===== config.mk =====
export PLATFORM = sky130hd
export DESIGN_NAME = ism_ctrl
export DESIGN_NICKNAME = d
export VERILOG_FILES = /design/src/rtl/core/ism_pkg.sv /design/src/rtl/core/ism_ctrl.sv
export SDC_FILE = /design/constraint.sdc
export NUM_CORES = 1
export LEC_CHECK = 0
export BUFFER_PORTS_ARGS = -buffer_cell sky130_fd_sc_hd__buf_2
export CAP_MARGIN = 20
export CORE_UTILIZATION = 40
export DETAILED_ROUTE_END_ITERATION = 10
export PLACE_DENSITY = 0.64
export SKIP_CTS_REPAIR_TIMING = 1
export SLEW_MARGIN = 5
export SYNTH_ARGS = -nofsm -noshare
export SYNTH_HDL_FRONTEND = slang
export SYNTH_SLANG_ARGS = --single-unit

===== constraint.sdc =====
create_clock -name clk_i -period 1.3 [get_ports clk_i]
set_input_delay 0.26 -clock clk_i [delete_from_list [all_inputs] [get_ports clk_i]]
set_output_delay 0.26 -clock clk_i [all_outputs]
set_load 0.005 [all_outputs]

===== src/rtl/core/ism_pkg.sv =====
// Package for the Ising Metropolis spin-update block: lattice geometry,
// widths, register indexes, sequencer types and the control struct.
// No dependencies.
package ism_pkg;

  // Lattice geometry (SIDE is a power of two; coordinates wrap by masking)
  localparam int unsigned SIDE    = 128;
  localparam int unsigned IDX_W   = $clog2(SIDE);
  localparam int unsigned NSITES  = SIDE * SIDE;
  localparam int unsigned ADDR_W  = 2 * IDX_W;

  // Fixed field widths
  localparam int unsigned COORD_W   = 7;
  localparam int unsigned PROB_W    = 16;
  localparam int unsigned RND_W     = 16;
  localparam int unsigned MAG_OUT_W = 16;
  localparam int unsigned ENG_OUT_W = 17;
  localparam int unsigned SUM_W     = 4;   // neighbor sum, -4..+4

  // Internal totals: exact for the lattice, never narrower than the ports
  localparam int unsigned MAG_NEED = $clog2(NSITES) + 2;
  localparam int unsigned ENG_NEED = $clog2(NSITES) + 3;
  localparam int unsigned MAG_W    = (MAG_NEED > MAG_OUT_W) ? MAG_NEED : MAG_OUT_W;
  localparam int unsigned ENG_W    = (ENG_NEED > ENG_OUT_W) ? ENG_NEED : ENG_OUT_W;

  localparam logic signed [MAG_W-1:0] MAG_RESET = MAG_W'(longint'(NSITES));
  localparam logic signed [ENG_W-1:0] ENG_RESET = ENG_W'(-2 * longint'(NSITES));

  // Configuration port
  localparam int unsigned CFG_IDX_W  = 1;
  localparam int unsigned CFG_DATA_W = 16;
  localparam logic [CFG_IDX_W-1:0] CFG_PROB_RISE4 = 1'b0;
  localparam logic [CFG_IDX_W-1:0] CFG_PROB_RISE8 = 1'b1;

  // Item modes
  localparam logic MODE_LOAD    = 1'b0;
  localparam logic MODE_ATTEMPT = 1'b1;

  typedef enum logic [1:0] {
    ST_CLEAR,
    ST_IDLE,
    ST_READ,
    ST_WRITE
  } ism_state_e;

  // Read order: site first, then the four neighbors
  typedef enum logic [2:0] {
    STEP_SITE,
    STEP_UP,
    STEP_DN,
    STEP_LF,
    STEP_RT
  } ism_step_e;

  typedef struct packed {
    logic              load;      // item beat accepted this cycle
    logic              rd;        // read phase
    logic              wr;        // decide / write-back cycle
    logic              clear;     // reset sweep of the lattice
    ism_step_e         step;      // address issued this read cycle
    logic [ADDR_W-1:0] clr_addr;
  } ism_ctrl_t;

endpackage


===== src/rtl/core/ism_ctrl.sv =====
// Sequencer of the spin-update block: reset sweep, five lattice reads,
// write-back cycle. Depends on ism_pkg.
module ism_ctrl
  import ism_pkg::*;
(
  input  logic      clk_i,
  input  logic      rst_ni,
  input  logic      start,
  output logic      busy,
  output ism_ctrl_t ctrl_o
);

  ism_state_e        state_q, state_d;
  ism_step_e         step_q, step_d;
  logic [ADDR_W-1:0] clr_q, clr_d;
  logic              load;

  assign busy = (state_q == ST_CLEAR) || (state_q == ST_READ);
  assign load = start && !busy;

  // Next state
  always_comb begin
    state_d = state_q;
    case (state_q)
      ST_CLEAR: if (clr_q == ADDR_W'(NSITES - 1)) state_d = ST_IDLE;
      ST_IDLE:  if (load) state_d = ST_READ;
      ST_READ:  if (step_q == STEP_RT) state_d = ST_WRITE;
      ST_WRITE: state_d = load ? ST_READ : ST_IDLE;
      default:  state_d = ST_IDLE;
    endcase
  end

  // Step and sweep counters
  always_comb begin
    step_d = step_q;
    clr_d  = clr_q;
    if (load) begin
      step_d = STEP_SITE;
    end else if (state_q == ST_READ) begin
      case (step_q)
        STEP_SITE: step_d = STEP_UP;
        STEP_UP:   step_d = STEP_DN;
        STEP_DN:   step_d = STEP_LF;
        STEP_LF:   step_d = STEP_RT;
        default:   step_d = STEP_SITE;
      endcase
    end
    if (state_q == ST_CLEAR) begin
      clr_d = clr_q + ADDR_W'(1);
    end
  end

  // Outputs
  always_comb begin
    ctrl_o          = '0;
    ctrl_o.load     = load;
    ctrl_o.rd       = (state_q == ST_READ);
    ctrl_o.wr       = (state_q == ST_WRITE);
    ctrl_o.clear    = (state_q == ST_CLEAR);
    ctrl_o.step     = step_q;
    ctrl_o.clr_addr = clr_q;
  end

  always_ff @(posedge clk_i or negedge rst_ni) begin
    if (!rst_ni) begin
      state_q <= ST_CLEAR;
      step_q  <= STEP_SITE;
      clr_q   <= '0;
    end else begin
      state_q <= state_d;
      step_q  <= step_d;
      clr_q   <= clr_d;
    end
  end

endmodule


==> results of run 1 <==
==> sequential cells by signal (all words and copies together) (netlist names) <==
signal and flops:
clr_q 14, step_q 3, state_q 2
==> cell families after synthesis <==
group	count (synthesis)	synth area share (%)
buffers and inverters	4	2.18
xor gates and xnor gates	13	13.2
DFF	19	55.2
muxes	1	1.31
AOI/OAI and AO/OA	5	4.06
adders and majority gates	1	1.45
and+or+nand+nor	30	22.6
==> where the power goes <==
part / switching [mW] / internal [mW] / total (mW)
clock network: 0.180 / 0.114 / 0.295
logic: 0.496 / 0.683 / 1.18
registers: 0.204 / 0.774 / 0.978
total: 0.881 / 1.57 / 2.45
==> layout by cell type, fill, tap and decap left out, drive strengths merged <==
| cell | n |
|---|---|
| clkbuf | 3 |
| nand2 | 7 |
| o211ai | 1 |
| nor4 | 2 |
| dlygate4sd3 | 1 |
| inv | 3 |
| a32o | 1 |
| and2 | 2 |
| mux2 | 1 |
| nor3 | 1 |
| dfrtp | 19 |
| and4 | 2 |
| xor2 | 5 |
| nor2 | 4 |
| nand2b | 1 |
| o21ai | 2 |
| ha | 1 |
| xnor2 | 8 |
| and3 | 4 |
| nand3 | 4 |
| clkinv | 1 |
| buf | 41 |
| nand4 | 2 |
| or3 | 1 |
| a21o | 1 |
==> worst max path at each step <==
stage / from / to / slack (ns) / cells after the start
after detailed placement: clr_q[0] / clr_q[8] / -0.07 / 5
after floorplan: clr_q[0] / clr_q[8] / -0.02 / 5
after global routing: state_q[1] / clr_q[8] / -0.20 / 4
after global placement: clr_q[2] / clr_q[11] / -0.04 / 4
after CTS: state_q[0] / ctrl_o[17] / -0.29 / 3
final: state_q[0] / ctrl_o[20] / -0.15 / 3
==> layout make-up <==
class	instances	share of cell area, %
Multi-Input combinational cell	50	32.0
Clock inverter	1	0.406
Inverter	3	1.12
Clock buffer	3	1.83
Sequential cell	19	38.7
Timing Repair Buffer	42	23.1
Tap cell	27	2.74
==> metrics by stage <==
| step | worst slack, ns | TNS, ns | power, mW | std cells | area, um2 |
|---|---|---|---|---|---|
| 6_report | -0.148 | -0.869 | 2.45 | 145 | 1230 |
| 5_1_grt | -0.200 | -1.79 | 2.63 | 145 | 1230 |
| 4_1_cts | -0.286 | -1.38 | 2.23 | 138 | 1120 |
| 3_5_place_dp | -0.0737 | -0.194 | 1.93 | 134 | 1090 |
| 3_3_place_gp | -0.0400 | -0.0958 | 1.90 | 134 | 1090 |
| 2_1_floorplan | -0.0238 | -0.0238 | 1.44 | 73 | 862 |
==> critical path: cells and delay by family (launching register included) <==
kind	cells	cell delay, ns
AND/OR/NAND/NOR	1	0.13
buffers and inverters	2	0.26
flip-flops	1	0.50
==> layer usage <==
metal  up-vias  track usage (%)  wire (um)
met5         -                0          0
met4         0             8.82          0
met3         0             3.14         87
met2        19             22.5        834
met1       323             19.3        745
li1        342                -          -
==> results.toml, run 1 <==
[timing]
slew-limit-headroom_pct = 72.7
fmax_ghz = 0.690
hold_slack_ns = 0.160
setup_viol = 11
setup_ws_ns = -0.148
rsz0062_at_grt = "yes"
fin_worst_skew_ns = 0.00290
drv_slew = 0
worst_pin_slew_ns = 0.410
min_period_ns = 1.45
hold_viol = 0
timing.final.crit_share_pct = 111

[global_route]
grtUsageTotal_pct = 14.8
grt_pass1_vias = 590
grt-ovfl-total = 0
antenna_found_initial = 0
grt_max_degree = 20
grt_first_pass_wirelength_um = 2620

[cells_and_area]
syn2layout_area_growth_pct = 43.1
nets = 123
drive_gt1_share_pct = 50.0
multi_input_area_um2 = 395
finish.utilization_pct = 61.6
ff_latch_area_um2 = 478
antenna_cells = 0
n_fill_cell = 169

[setup_path]
slowest_stage = "dfrtp_2"
critPathCaptureType = "output pin"
crit_top_cell = "buf_6"
path_max_fanout = 7
r2r_slack_ns = -0.13
max_stage_delay_ns = 0.50
crit_arrival_ns = 1.19
reg2regPathDepth = 4
r2r_start = "state_q[1]"
worstSetupPathType = "reg -> out"
rr_endpoint = "clr_q[8]"
start_kind = "register"
crit_required_ns = 1.04
path_cells = "buf_6 -> and2_4 -> buf_6"

[synth]
ys_warn_count = 0
syn_nets = 77
synth_edf_count = 0
synthTopCellsByCount = "dfrtp_1 (19), xnor2_1 (8), nand2_1 (7)"
yosys-top-cells-area = "dfrtp_1 (55%), xnor2_1 (8.1%), xor2_1 (5.1%)"
ys_ff_latch = 19
synth_async_sr_flop_share_pct = 100
ys_types = 23
synth.avg_cell_area_um2 = 11.8
synth_top_area_cell = "dfrtp_1"
yosysTopAreaCellShare_pct = 55.2
synth_most_common_cell = "dfrtp_1"
synth_cells = 73
synth_seq_area_share_pct = 55.2
syn_area_um2 = 862
ys.flop_type = "dfrtp_1"

[route]
firstDrtPassIters = 4
wl_um = 1670
detail-route-antenna-nets = 0
vias_per_cell = 4.72
routedWlPerCell_um = 11.5
vias = 684
drcViolationCount = 0
drt_iter0_drc = 5

[min_path]
holdPathStages = 2
min_path_type = "in -> reg"
hp-start = "start"
holdPathEnd = "state_q[0]"

[die]
die_h_um = 48.4
std_cell_rows = 16
start_util_pct = 43.1
die_area_um2 = 2340
die_w_um = 48.4
io_pins = 25
design.core.area_um2 = 2000

[status]
violations = "setup timing"
status = "finished, violations left"

[placement]
gp_congestion = 0.784
dpl.hpwl_um = 1190
numPortBuffers = 24

[clocking]
cts.clk_slew.worst_paths_ns = 0.11
cts_buffers = 3
htreeDepth = 1
cts_sinks = 19
cts_tree = "yes"
cts-root-buf = "clkbuf_4"
insertion_delay_ns = 0.29
clockBufferDepth = 2

[pwr]
power_density_nw_per_um2 = 1990
p_leak_nw = 0.639
ir_worst_vdd_uv = 1290

[flow_run]
maxCapViolCount = 0
Note: power is estimated with default switching activity, not from simulation.
==> inputs of run 2 (changes only) <==
--- a/config.mk
+++ b/config.mk
@@ -7,6 +7,7 @@
 export LEC_CHECK = 0
 export BUFFER_PORTS_ARGS = -buffer_cell sky130_fd_sc_hd__buf_2
 export CAP_MARGIN = 20
+export CORE_MARGIN = 2
 export CORE_UTILIZATION = 40
 export DETAILED_ROUTE_END_ITERATION = 10
 export PLACE_DENSITY = 0.64
==> results.toml, run 2 (same netlist as run 1, synthesis figures left out) <==
[route]
detail-route-antenna-nets = 0
drcViolationCount = 0
firstDrtPassIters = 4
wl_um = 1750
drt_iter0_drc = 11
routedWlPerCell_um = 12.4
vias = 688
vias_per_cell = 4.85

[die]
die_w_um = 50.4
die_h_um = 50.4
die_area_um2 = 2540
design.core.area_um2 = 2000
start_util_pct = 43.1
std_cell_rows = 16
io_pins = 25

[setup_path]
worstSetupPathType = "reg -> out"
r2r_start = "state_q[1]"
rr_endpoint = "clr_q[8]"
critPathCaptureType = "output pin"
crit_arrival_ns = 1.23
reg2regPathDepth = 4
start_kind = "register"
crit_required_ns = 1.04
r2r_slack_ns = -0.13
path_max_fanout = 4

[clocking]
clockBufferDepth = 2
cts-root-buf = "clkbuf_4"
cts_buffers = 3
htreeDepth = 1
cts_tree = "yes"
cts.clk_slew.worst_paths_ns = 0.11
insertion_delay_ns = 0.30
cts_sinks = 19

[cells_and_area]
design_area_um2 = 1220
multi_input_area_um2 = 393
layout_common_cells = "buf_2 (21), dfrtp_1 (16), buf_4 (10), xnor2_1 (8), buf_6 (7)"
n_fill_cell = 186
nets = 120
mostFrequentLayoutCell = "buf_2"
ff_latch_area_um2 = 479
largest_register = "clr_q"
stdcell_count = 142
syn2layout_area_growth_pct = 41.4
antenna_cells = 0
largest_reg_flops = 14
top_regs = "clr_q: 14 flops, step_q: 3 flops, state_q: 2 flops"
drive_gt1_share_pct = 50.4

[min_path]
hp-start = "start"
holdPathStages = 2
holdPathEnd = "state_q[0]"
min_path_type = "in -> reg"

[placement]
dpl-instance-area_um2 = 1090
dpl_worst_slack_ns = -0.0938
dpl.hpwl_um = 1280
gp_congestion = 0.728
numPortBuffers = 24
place_inst = 134

[timing]
fin_worst_skew_ns = 0.00233
timing.final.crit_share_pct = 114
worst_pin_slew_ns = 0.409
rsz0062_at_grt = "yes"
fmax_ghz = 0.673
hold_slack_ns = 0.153
setup_ws_ns = -0.185
setup_viol = 14
min_period_ns = 1.49
drv_slew = 0
hold_viol = 0
slew-limit-headroom_pct = 72.7

[status]
status = "finished, violations left"
violations = "setup timing"

[global_route]
grt-ovfl-total = 0
antenna_found_initial = 0
grt_pass1_vias = 623
grt_first_pass_wirelength_um = 2970
grt_max_degree = 20
grtUsageTotal_pct = 15.7

[pwr]
power_density_nw_per_um2 = 2030
p_leak_nw = 0.625
p_total_mw = 2.47
ir_worst_vdd_uv = 1280

[flow_run]
maxCapViolCount = 0
## run 2: changes by cell type in the layout (fill, tap and decap cells not counted), sizes merged
cell  delta
buf      -3
## run 2: worst max-delay path, cell delays in order, from the launching register on
cell     delay, ns
dfrtp_2       0.47
buf_4         0.16
nor2_4        0.09
buf_6         0.11
buf_2         0.10
## run 2: how the worst max path moves through the flow
stage	start	endpoint	cells after the start
2_1_floorplan	clr_q[0]	clr_q[8]	5
3_3_place_gp	clr_q[0]	clr_q[8]	5
3_5_place_dp	clr_q[0]	clr_q[8]	5
4_1_cts	state_q[1]	ctrl_o[17]	4
5_1_grt	state_q[1]	ctrl_o[17]	4
6_report	state_q[1]	ctrl_o[17]	4
## run 2: final cells by class
type / instances / area share, %
clock buffer: 3 / 1.85
clock inverter: 1 / 0.411
inverter: 3 / 1.33
multi-input combinational: 50 / 32.2
sequential: 19 / 39.3
tap: 27 / 2.77
timing repair buffer: 39 / 22.1
## run 2: metrics by stage
| step | utilization [%] | TNS (ns) |
|---|---|---|
| after floorplan | - | -0.0238 |
| after global placement | 54.5 | -0.151 |
| final | 60.9 | -1.09 |
| after global routing | 60.9 | -2.38 |
| after detailed placement | 54.5 | -0.250 |
| after CTS | 55.9 | -1.50 |
## run 2: metal layers
metal | wire length (um) | track usage (%) | part of all wire (%) | vias up
met2 | 844 | 24.6 | 48 | 16
met1 | 781 | 20.4 | 45 | 330
li1 | - | - | - | 338
met3 | 81 | 2.68 | 4.6 | 4
met5 | 0 | 0 | 0 | -
met4 | 48 | 9.46 | 2.7 | 0
## run 2: where the power goes
part / internal (mW) / switching [mW] / leakage [nW]
Combinational: 0.676 / 0.507 / 0.363
Clock: 0.115 / 0.187 / 0.0177
Sequential: 0.777 / 0.209 / 0.244
