==> src/rtl/core/ism_pkg.sv <==
// Package for the Ising Metropolis spin-update block: lattice geometry,
// widths, register indexes, sequencer types and the control struct.
// No dependencies.
package ism_pkg;

  // Lattice geometry (SIDE is a power of two; coordinates wrap by masking)
  localparam int unsigned SIDE    = 128;
  localparam int unsigned IDX_W   = $clog2(SIDE);
  localparam int unsigned NSITES  = SIDE * SIDE;
  localparam int unsigned ADDR_W  = 2 * IDX_W;

  // Fixed field widths
  localparam int unsigned COORD_W   = 7;
  localparam int unsigned PROB_W    = 16;
  localparam int unsigned RND_W     = 16;
  localparam int unsigned MAG_OUT_W = 16;
  localparam int unsigned ENG_OUT_W = 17;
  localparam int unsigned SUM_W     = 4;   // neighbor sum, -4..+4

  // Internal totals: exact for the lattice, never narrower than the ports
  localparam int unsigned MAG_NEED = $clog2(NSITES) + 2;
  localparam int unsigned ENG_NEED = $clog2(NSITES) + 3;
  localparam int unsigned MAG_W    = (MAG_NEED > MAG_OUT_W) ? MAG_NEED : MAG_OUT_W;
  localparam int unsigned ENG_W    = (ENG_NEED > ENG_OUT_W) ? ENG_NEED : ENG_OUT_W;

  localparam logic signed [MAG_W-1:0] MAG_RESET = MAG_W'(longint'(NSITES));
  localparam logic signed [ENG_W-1:0] ENG_RESET = ENG_W'(-2 * longint'(NSITES));

  // Configuration port
  localparam int unsigned CFG_IDX_W  = 1;
  localparam int unsigned CFG_DATA_W = 16;
  localparam logic [CFG_IDX_W-1:0] CFG_PROB_RISE4 = 1'b0;
  localparam logic [CFG_IDX_W-1:0] CFG_PROB_RISE8 = 1'b1;

  // Item modes
  localparam logic MODE_LOAD    = 1'b0;
  localparam logic MODE_ATTEMPT = 1'b1;

  typedef enum logic [1:0] {
    ST_CLEAR,
    ST_IDLE,
    ST_READ,
    ST_WRITE
  } ism_state_e;

  // Read order: site first, then the four neighbors
  typedef enum logic [2:0] {
    STEP_SITE,
    STEP_UP,
    STEP_DN,
    STEP_LF,
    STEP_RT
  } ism_step_e;

  typedef struct packed {
    logic              load;      // item beat accepted this cycle
    logic              rd;        // read phase
    logic              wr;        // decide / write-back cycle
    logic              clear;     // reset sweep of the lattice
    ism_step_e         step;      // address issued this read cycle
    logic [ADDR_W-1:0] clr_addr;
  } ism_ctrl_t;

endpackage

==> src/rtl/core/ism_datapath.sv <==
// Datapath of the spin-update block: item latch, lattice addressing,
// neighbor accumulator, acceptance compare and running totals. Depends on ism_pkg.
module ism_datapath
  import ism_pkg::*;
(
  input  logic                        clk_i,
  input  logic                        rst_ni,
  input  ism_ctrl_t                   ctrl_i,
  input  logic                        mode_i,
  input  logic [COORD_W-1:0]          row_i,
  input  logic [COORD_W-1:0]          col_i,
  input  logic                        spin_in_i,
  input  logic [RND_W-1:0]            random_value_i,
  input  logic [PROB_W-1:0]           prob4_i,
  input  logic [PROB_W-1:0]           prob8_i,
  output logic                        ram_we_o,
  output logic [ADDR_W-1:0]           ram_waddr_o,
  output logic                        ram_wdata_o,
  output logic                        ram_re_o,
  output logic [ADDR_W-1:0]           ram_raddr_o,
  input  logic                        ram_rdata_i,
  output logic                        done_o,
  output logic                        flipped_o,
  output logic                        spin_out_o,
  output logic signed [MAG_OUT_W-1:0] magnetization_o,
  output logic signed [ENG_OUT_W-1:0] energy_o
);

  logic [COORD_W+IDX_W-1:0] row_ext, col_ext;
  logic [IDX_W-1:0]         row_q, col_q;
  logic                     mode_q, spin_in_q;
  logic [RND_W-1:0]         rnd_q;
  logic                     site_q;
  logic signed [SUM_W-1:0]  acc_q, nb_step, acc_next, prod;
  logic signed [SUM_W:0]    rise2;
  logic [PROB_W-1:0]        prob_sel;
  logic                     rnd_below, flip;
  logic signed [MAG_W-1:0]  magnet_q;
  logic signed [ENG_W-1:0]  energy_q;
  logic                     done_q, flipped_q, spin_out_q;

  // Coordinates wrap modulo SIDE (power of two)
  assign row_ext = {{IDX_W{1'b0}}, row_i};
  assign col_ext = {{IDX_W{1'b0}}, col_i};

  // Item latch
  always_ff @(posedge clk_i) begin
    if (ctrl_i.load) begin
      mode_q    <= mode_i;
      row_q     <= row_ext[IDX_W-1:0];
      col_q     <= col_ext[IDX_W-1:0];
      spin_in_q <= spin_in_i;
      rnd_q     <= random_value_i;
    end
  end

  // Read address: site, then periodic neighbors
  always_comb begin
    case (ctrl_i.step)
      STEP_SITE: ram_raddr_o = {row_q, col_q};
      STEP_UP:   ram_raddr_o = {row_q - IDX_W'(1), col_q};
      STEP_DN:   ram_raddr_o = {row_q + IDX_W'(1), col_q};
      STEP_LF:   ram_raddr_o = {row_q, col_q - IDX_W'(1)};
      STEP_RT:   ram_raddr_o = {row_q, col_q + IDX_W'(1)};
      default:   ram_raddr_o = {row_q, col_q};
    endcase
  end
  assign ram_re_o = ctrl_i.rd;

  // Shared accumulator: read data arrives in the cycle after its address
  assign nb_step  = ram_rdata_i ? SUM_W'(1) : -SUM_W'(1);
  assign acc_next = acc_q + nb_step;

  always_ff @(posedge clk_i) begin
    if (ctrl_i.rd) begin
      case (ctrl_i.step)
        STEP_UP: begin
          site_q <= ram_rdata_i;
          acc_q  <= '0;
        end
        STEP_DN, STEP_LF, STEP_RT: acc_q <= acc_next;
        default: acc_q <= acc_q;
      endcase
    end
  end

  // Decision in the write cycle: acc_next holds the full neighbor sum
  assign prod      = site_q ? acc_next : -acc_next;
  assign prob_sel  = (prod == SUM_W'(2)) ? prob4_i : prob8_i;
  assign rnd_below = rnd_q < prob_sel;
  assign rise2     = {prod, 1'b0};

  always_comb begin
    if (mode_q == MODE_LOAD) begin
      flip = (spin_in_q != site_q);
    end else begin
      flip = prod[SUM_W-1] || (prod == '0) || rnd_below;
    end
  end

  // Lattice writes: reset sweep to +1, or the flipped site
  assign ram_we_o    = ctrl_i.clear || (ctrl_i.wr && flip);
  assign ram_waddr_o = ctrl_i.clear ? ctrl_i.clr_addr : {row_q, col_q};
  assign ram_wdata_o = ctrl_i.clear ? 1'b1 : !site_q;

  // Running totals; energy rises by 2*s*S on a flip
  always_ff @(posedge clk_i or negedge rst_ni) begin
    if (!rst_ni) begin
      magnet_q <= MAG_RESET;
      energy_q <= ENG_RESET;
      done_q   <= 1'b0;
    end else begin
      done_q <= ctrl_i.wr;
      if (ctrl_i.wr && flip) begin
        magnet_q <= site_q ? magnet_q - MAG_W'(2) : magnet_q + MAG_W'(2);
        energy_q <= energy_q + {{(ENG_W-SUM_W-1){rise2[SUM_W]}}, rise2};
      end
    end
  end

  // Result beat
  always_ff @(posedge clk_i) begin
    if (ctrl_i.wr) begin
      flipped_q  <= flip;
      spin_out_q <= flip ? !site_q : site_q;
    end
  end

  assign done_o          = done_q;
  assign flipped_o       = flipped_q;
  assign spin_out_o      = spin_out_q;
  assign magnetization_o = magnet_q[MAG_OUT_W-1:0];
  assign energy_o        = energy_q[ENG_OUT_W-1:0];

endmodule

==> config.mk <==
export PLATFORM = sky130hd
export DESIGN_NAME = ism_datapath
export DESIGN_NICKNAME = d
export VERILOG_FILES = /design/src/rtl/core/ism_pkg.sv /design/src/rtl/core/ism_datapath.sv
export SDC_FILE = /design/constraint.sdc
export NUM_CORES = 1
export LEC_CHECK = 0
export ABC_CLOCK_PERIOD_IN_PS = 6390
export BUFFER_PORTS_ARGS = -buffer_cell sky130_fd_sc_hd__buf_2
export CAP_MARGIN = 5
export CORE_ASPECT_RATIO = 1.75
export CORE_MARGIN = 2
export CORE_UTILIZATION = 53
export DETAILED_ROUTE_END_ITERATION = 7
export HOLD_SLACK_MARGIN = 0.06
export PLACE_DENSITY = 0.81
export SLEW_MARGIN = 0
export SYNTH_ARGS = -nofsm -noshare
export SYNTH_HDL_FRONTEND = slang
export SYNTH_SLANG_ARGS = --single-unit
==> constraint.sdc <==
create_clock -name clk_i -period 6.39 [get_ports clk_i]
set_clock_uncertainty 0.2 [all_clocks]
set_input_delay 0.639 -clock clk_i [delete_from_list [all_inputs] [get_ports clk_i]]
set_output_delay 0.639 -clock clk_i [all_outputs]
set_load 0.02 [all_outputs]
==> load_flow_metrics.sql <==
INSERT INTO impl_metrics (metric_group, metric, value, unit) VALUES
('power', 'p_seq_share', '26.8', '%'),
('sta', 'final-setup-viol-count', '0', ''),
('placement', 'finalWeightedCongestion', '0.869', ''),
('clock_network', 'insertion_delay', '330', 'ps'),
('synthesis', 'yosys-top-cells-area', 'sky130_fd_sc_hd__edfxtp_1, sky130_fd_sc_hd__dfrtp_1, sky130_fd_sc_hd__ha_1, sky130_fd_sc_hd__mux2_2, sky130_fd_sc_hd__xnor2_1', ''),
('final_layout', 'antenna_cells', '0', ''),
('final_layout', 'post_route_cells_drive_above_1_share', '33.6', '%'),
('power', 'power_density', '427', 'mW/mm^2'),
('worst_setup_path', 'timing.critical_path.cells', 'inv_1 -> fa_1 -> xor2_1 -> xnor2_1 -> nor3_1 -> nand2_2 -> mux2i_1 -> ha_1 -> nand4_1 -> or3_1 -> o211ai_1 -> a21oi_1 -> o41ai_2 -> a211oi_4 -> or2_2 -> buf_2', ''),
('floorplan', 'std_cell_rows', '47', ''),
('routing', 'drcViolationCount', '0', ''),
('placement', 'dpl-instance-area', '0.00601', 'sq mm'),
('worst_setup_path', 'crit_path_end_kind', 'output port', ''),
('worst_setup_path', 'worstReg2RegStart', 'acc_q[0]$_SDFFCE_PN0P_', ''),
('worst_setup_path', 'reg2reg_to', 'magnetization_o[9]$_DFFE_PN0P_', ''),
('power', 'p_sw_share', '40.3', '%'),
('floorplan', 'initial_core_util', '54.3', '%'),
('synthesis', 'yosys.area.top_type_share', '22.8', '%'),
('sta', 'relSlewSlack', '46.3', '%'),
('floorplan', 'core', '0.00947', 'sq mm'),
('sta', 'finalCritPeriodShare', '88.9', '%'),
('placement', 'dp_worst_setup_slack', '633', 'ps'),
('worst_setup_path', 'worst_r2r_path_depth', '17', ''),
('worst_setup_path', 'criticalPathCategory', 'reg -> out', ''),
('routing', 'antenna_violating_nets_post_route', '0', ''),
('worst_hold_path', 'holdCritPathClass', 'in -> async', ''),
('final_layout', 'layout.core_utilization', '66.5', '%'),
('sta', 'hold_fails_final_rpt', '0', ''),
('sta', 'hold_ws', '175', 'ps'),
('placement', 'place_hpwl', '9.00', 'mm'),
('clock_network', 'tritoncts', 'built', ''),
('placement', 'place.detailed.instances', '748', ''),
('final_layout', 'synthesis_to_layout_area_growth', '22.5', '%'),
('sta', 'final.min_clock_period', '5680', 'ps'),
('routing', 'drt_iter0_markers', '130', ''),
('final_layout', 'final_cell_count_no_fill', '764', ''),
('power', 'total_power', '2.69', 'mW'),
('clock_network', 'clock_tree.htree_level_count', '3', ''),
('routing', 'dr.pass1.iters', '4', ''),
('routing', 'vias', '4199', ''),
('power', 'internal_power', '1.61', 'mW'),
('grt', 'largest_net_degree_at_the_start_of_global_routing', '35', ''),
('routing', 'routed_wirelength', '11.5', 'mm'),
('sta', 'unrepaired_setup_endpoints_after_global_routing', 'no', ''),
('synthesis', 'yosysWarningCount', '0', ''),
('worst_setup_path', 'slowest_delay', '490', 'ps'),
('synthesis', 'syn_area_per_cell', '10.7', 'sq um'),
('status', 'run_status', 'finished clean', ''),
('sta', 'clock.fmax', '176', 'MHz'),
('grt', 'grt_pass1_wl', '19.0', 'mm'),
('worst_setup_path', 'timing.critical_path.fanout_max', '15', ''),
('grt', 'antenna_violations_before_repair', '0', ''),
('synthesis', 'synth_largest_area_cell', 'sky130_fd_sc_hd__edfxtp_1', ''),
('clock_network', 'tritoncts_num_sinks', '71', ''),
('worst_setup_path', 'worst_path_max_delay_cell', 'sky130_fd_sc_hd__edfxtp_1', ''),
('clock_network', 'clockRootBuffer', 'sky130_fd_sc_hd__clkbuf_16', ''),
('power', 'power_frac_comb', '55.3', '%'),
('floorplan', 'vertical_die_dimension', '134', 'um'),
('grt', 'grt_overflow_total', '0', ''),
('worst_setup_path', 'cpLargestDelayFamily', 'simple AND/OR/NAND/NOR gates', ''),
('sta', 'worst_slew_pin_slew', '795', 'ps'),
('worst_setup_path', 'startpoint', 'acc_q[0]$_SDFFCE_PN0P_', ''),
('clock_network', 'post-cts-setup-buffer-count', '0', ''),
('placement', 'placement.io_buffers', '152', ''),
('grt', 'track_usage', '22.9', '%'),
('clock_network', 'cts-hold-fix-buffers', '0', ''),
('power', 'cellLeakagePower', '3.02', 'nW'),
('synthesis', 'synth.lib_cells_used.distinct', '54', ''),
('grt', 'first_global_vias', '4393', ''),
('worst_setup_path', 'reg2reg_slack', '1290', 'ps'),
('synthesis', 'seq_area_frac_synth', '38.4', '%');
worst max-delay path by stage:
| stage | endpoint | slack [ps] | cells past startpoint |
|---|---|---|---|
| 2_1_floorplan | ram_we_o | 1020 | 17 |
| 3_3_place_gp | ram_we_o | 860 | 16 |
| 3_5_place_dp | ram_we_o | 630 | 16 |
| 4_1_cts | ram_we_o | 430 | 16 |
| 5_1_grt | ram_we_o | 220 | 16 |
| 6_report | ram_we_o | 710 | 16 |
cell usage in the layout (no fill, tap or decap), drive strengths merged, types with 6 or more instances in the layout:
cell / count
xor2: 7
ha: 56
a21o: 14
edfxtp: 39
nor2b: 9
mux2i: 20
inv: 30
dfrtp: 29
nor2: 37
xnor2: 41
clkbuf: 11
a21oi: 39
o21ai: 19
nor3: 6
nand3: 8
nand2: 23
buf: 155
mux2: 36
state kept, by name, summed over array words and instances, names as in the netlist:
register / count
site_q: 1
acc_q: 4
spin_in_q: 1
magnetization_o: 15
mode_q: 1
spin_out_o: 1
row_q: 7
energy_o: 16
done_o: 1
col_q: 7
rnd_q: 16
flipped_o: 1
cells in the mapped netlist (2+ instances only):
master,number
sky130_fd_sc_hd__o21ba_2,2
sky130_fd_sc_hd__or4b_2,2
sky130_fd_sc_hd__clkbuf_1,3
sky130_fd_sc_hd__nor2_1,37
sky130_fd_sc_hd__nand2_1,23
sky130_fd_sc_hd__nor3_1,6
sky130_fd_sc_hd__fa_1,5
sky130_fd_sc_hd__edfxtp_1,39
sky130_fd_sc_hd__a31oi_1,4
sky130_fd_sc_hd__nand4_1,3
sky130_fd_sc_hd__dfrtp_1,29
sky130_fd_sc_hd__buf_6,2
sky130_fd_sc_hd__nand2b_1,3
sky130_fd_sc_hd__xor2_1,7
sky130_fd_sc_hd__o21a_1,3
sky130_fd_sc_hd__dfstp_2,3
sky130_fd_sc_hd__mux2i_1,20
sky130_fd_sc_hd__nor2b_1,9
sky130_fd_sc_hd__buf_4,4
sky130_fd_sc_hd__a21o_1,14
sky130_fd_sc_hd__nand3_1,8
sky130_fd_sc_hd__o21ai_0,19
sky130_fd_sc_hd__or3_1,2
sky130_fd_sc_hd__a21oi_1,38
sky130_fd_sc_hd__inv_1,30
sky130_fd_sc_hd__xnor2_1,41
sky130_fd_sc_hd__ha_1,56
sky130_fd_sc_hd__o21bai_1,5
sky130_fd_sc_hd__mux2_2,36
sky130_fd_sc_hd__and3_1,2
sky130_fd_sc_hd__o41ai_1,2
layout make-up:
cell class	count	area [sq um]
clock buffers	11	233
clock inverters	5	48.8
fillers	770	3170
inverters	30	113
multi-input cells	370	2990
flip-flops and latches	71	1980
well taps	122	153
repair buffers	155	783
power by group through the flow:
| stage | clock network (mW) | logic [mW] | registers, mW |
|---|---|---|---|
| 2_1_floorplan | 0 | 1.01 | 0.841 |
| 3_3_place_gp | 0 | 1.42 | 0.723 |
| 3_5_place_dp | 0 | 1.48 | 0.730 |
| 4_1_cts | 0.491 | 1.49 | 0.722 |
| 5_1_grt | 0.510 | 1.66 | 0.736 |
| 6_report | 0.481 | 1.49 | 0.721 |
kinds of logic after synthesis:
| family | Yosys count | share of synthesized area (%) |
|---|---|---|
| flops | 71 | 38.4 |
| xor+xnor | 49 | 8.61 |
| fa+ha+maj | 61 | 15.6 |
| buf+inv | 40 | 3.53 |
| compound gates | 101 | 12.7 |
| simple gates | 101 | 9.34 |
| other cells | 1 | 0.0729 |
| mux | 56 | 11.8 |
per-layer routing:
| layer | wire length (um) | GRT usage (%) | vias to the layer above |
|---|---|---|---|
| li1 | - | - | 2045 |
| met1 | 4140 | 22.1 | 2001 |
| met2 | 6480 | 44.4 | 116 |
| met3 | 457 | 5.32 | 37 |
| met4 | 382 | 10.7 | 0 |
| met5 | 0 | 0 | - |
repair_timing:
action                                 4_1_cts  5_1_grt
endpoints found under the hold margin        0        0
resized for setup                            0        1
setup endpoints to repair                    0        1
(Power assumes the default switching activity.)
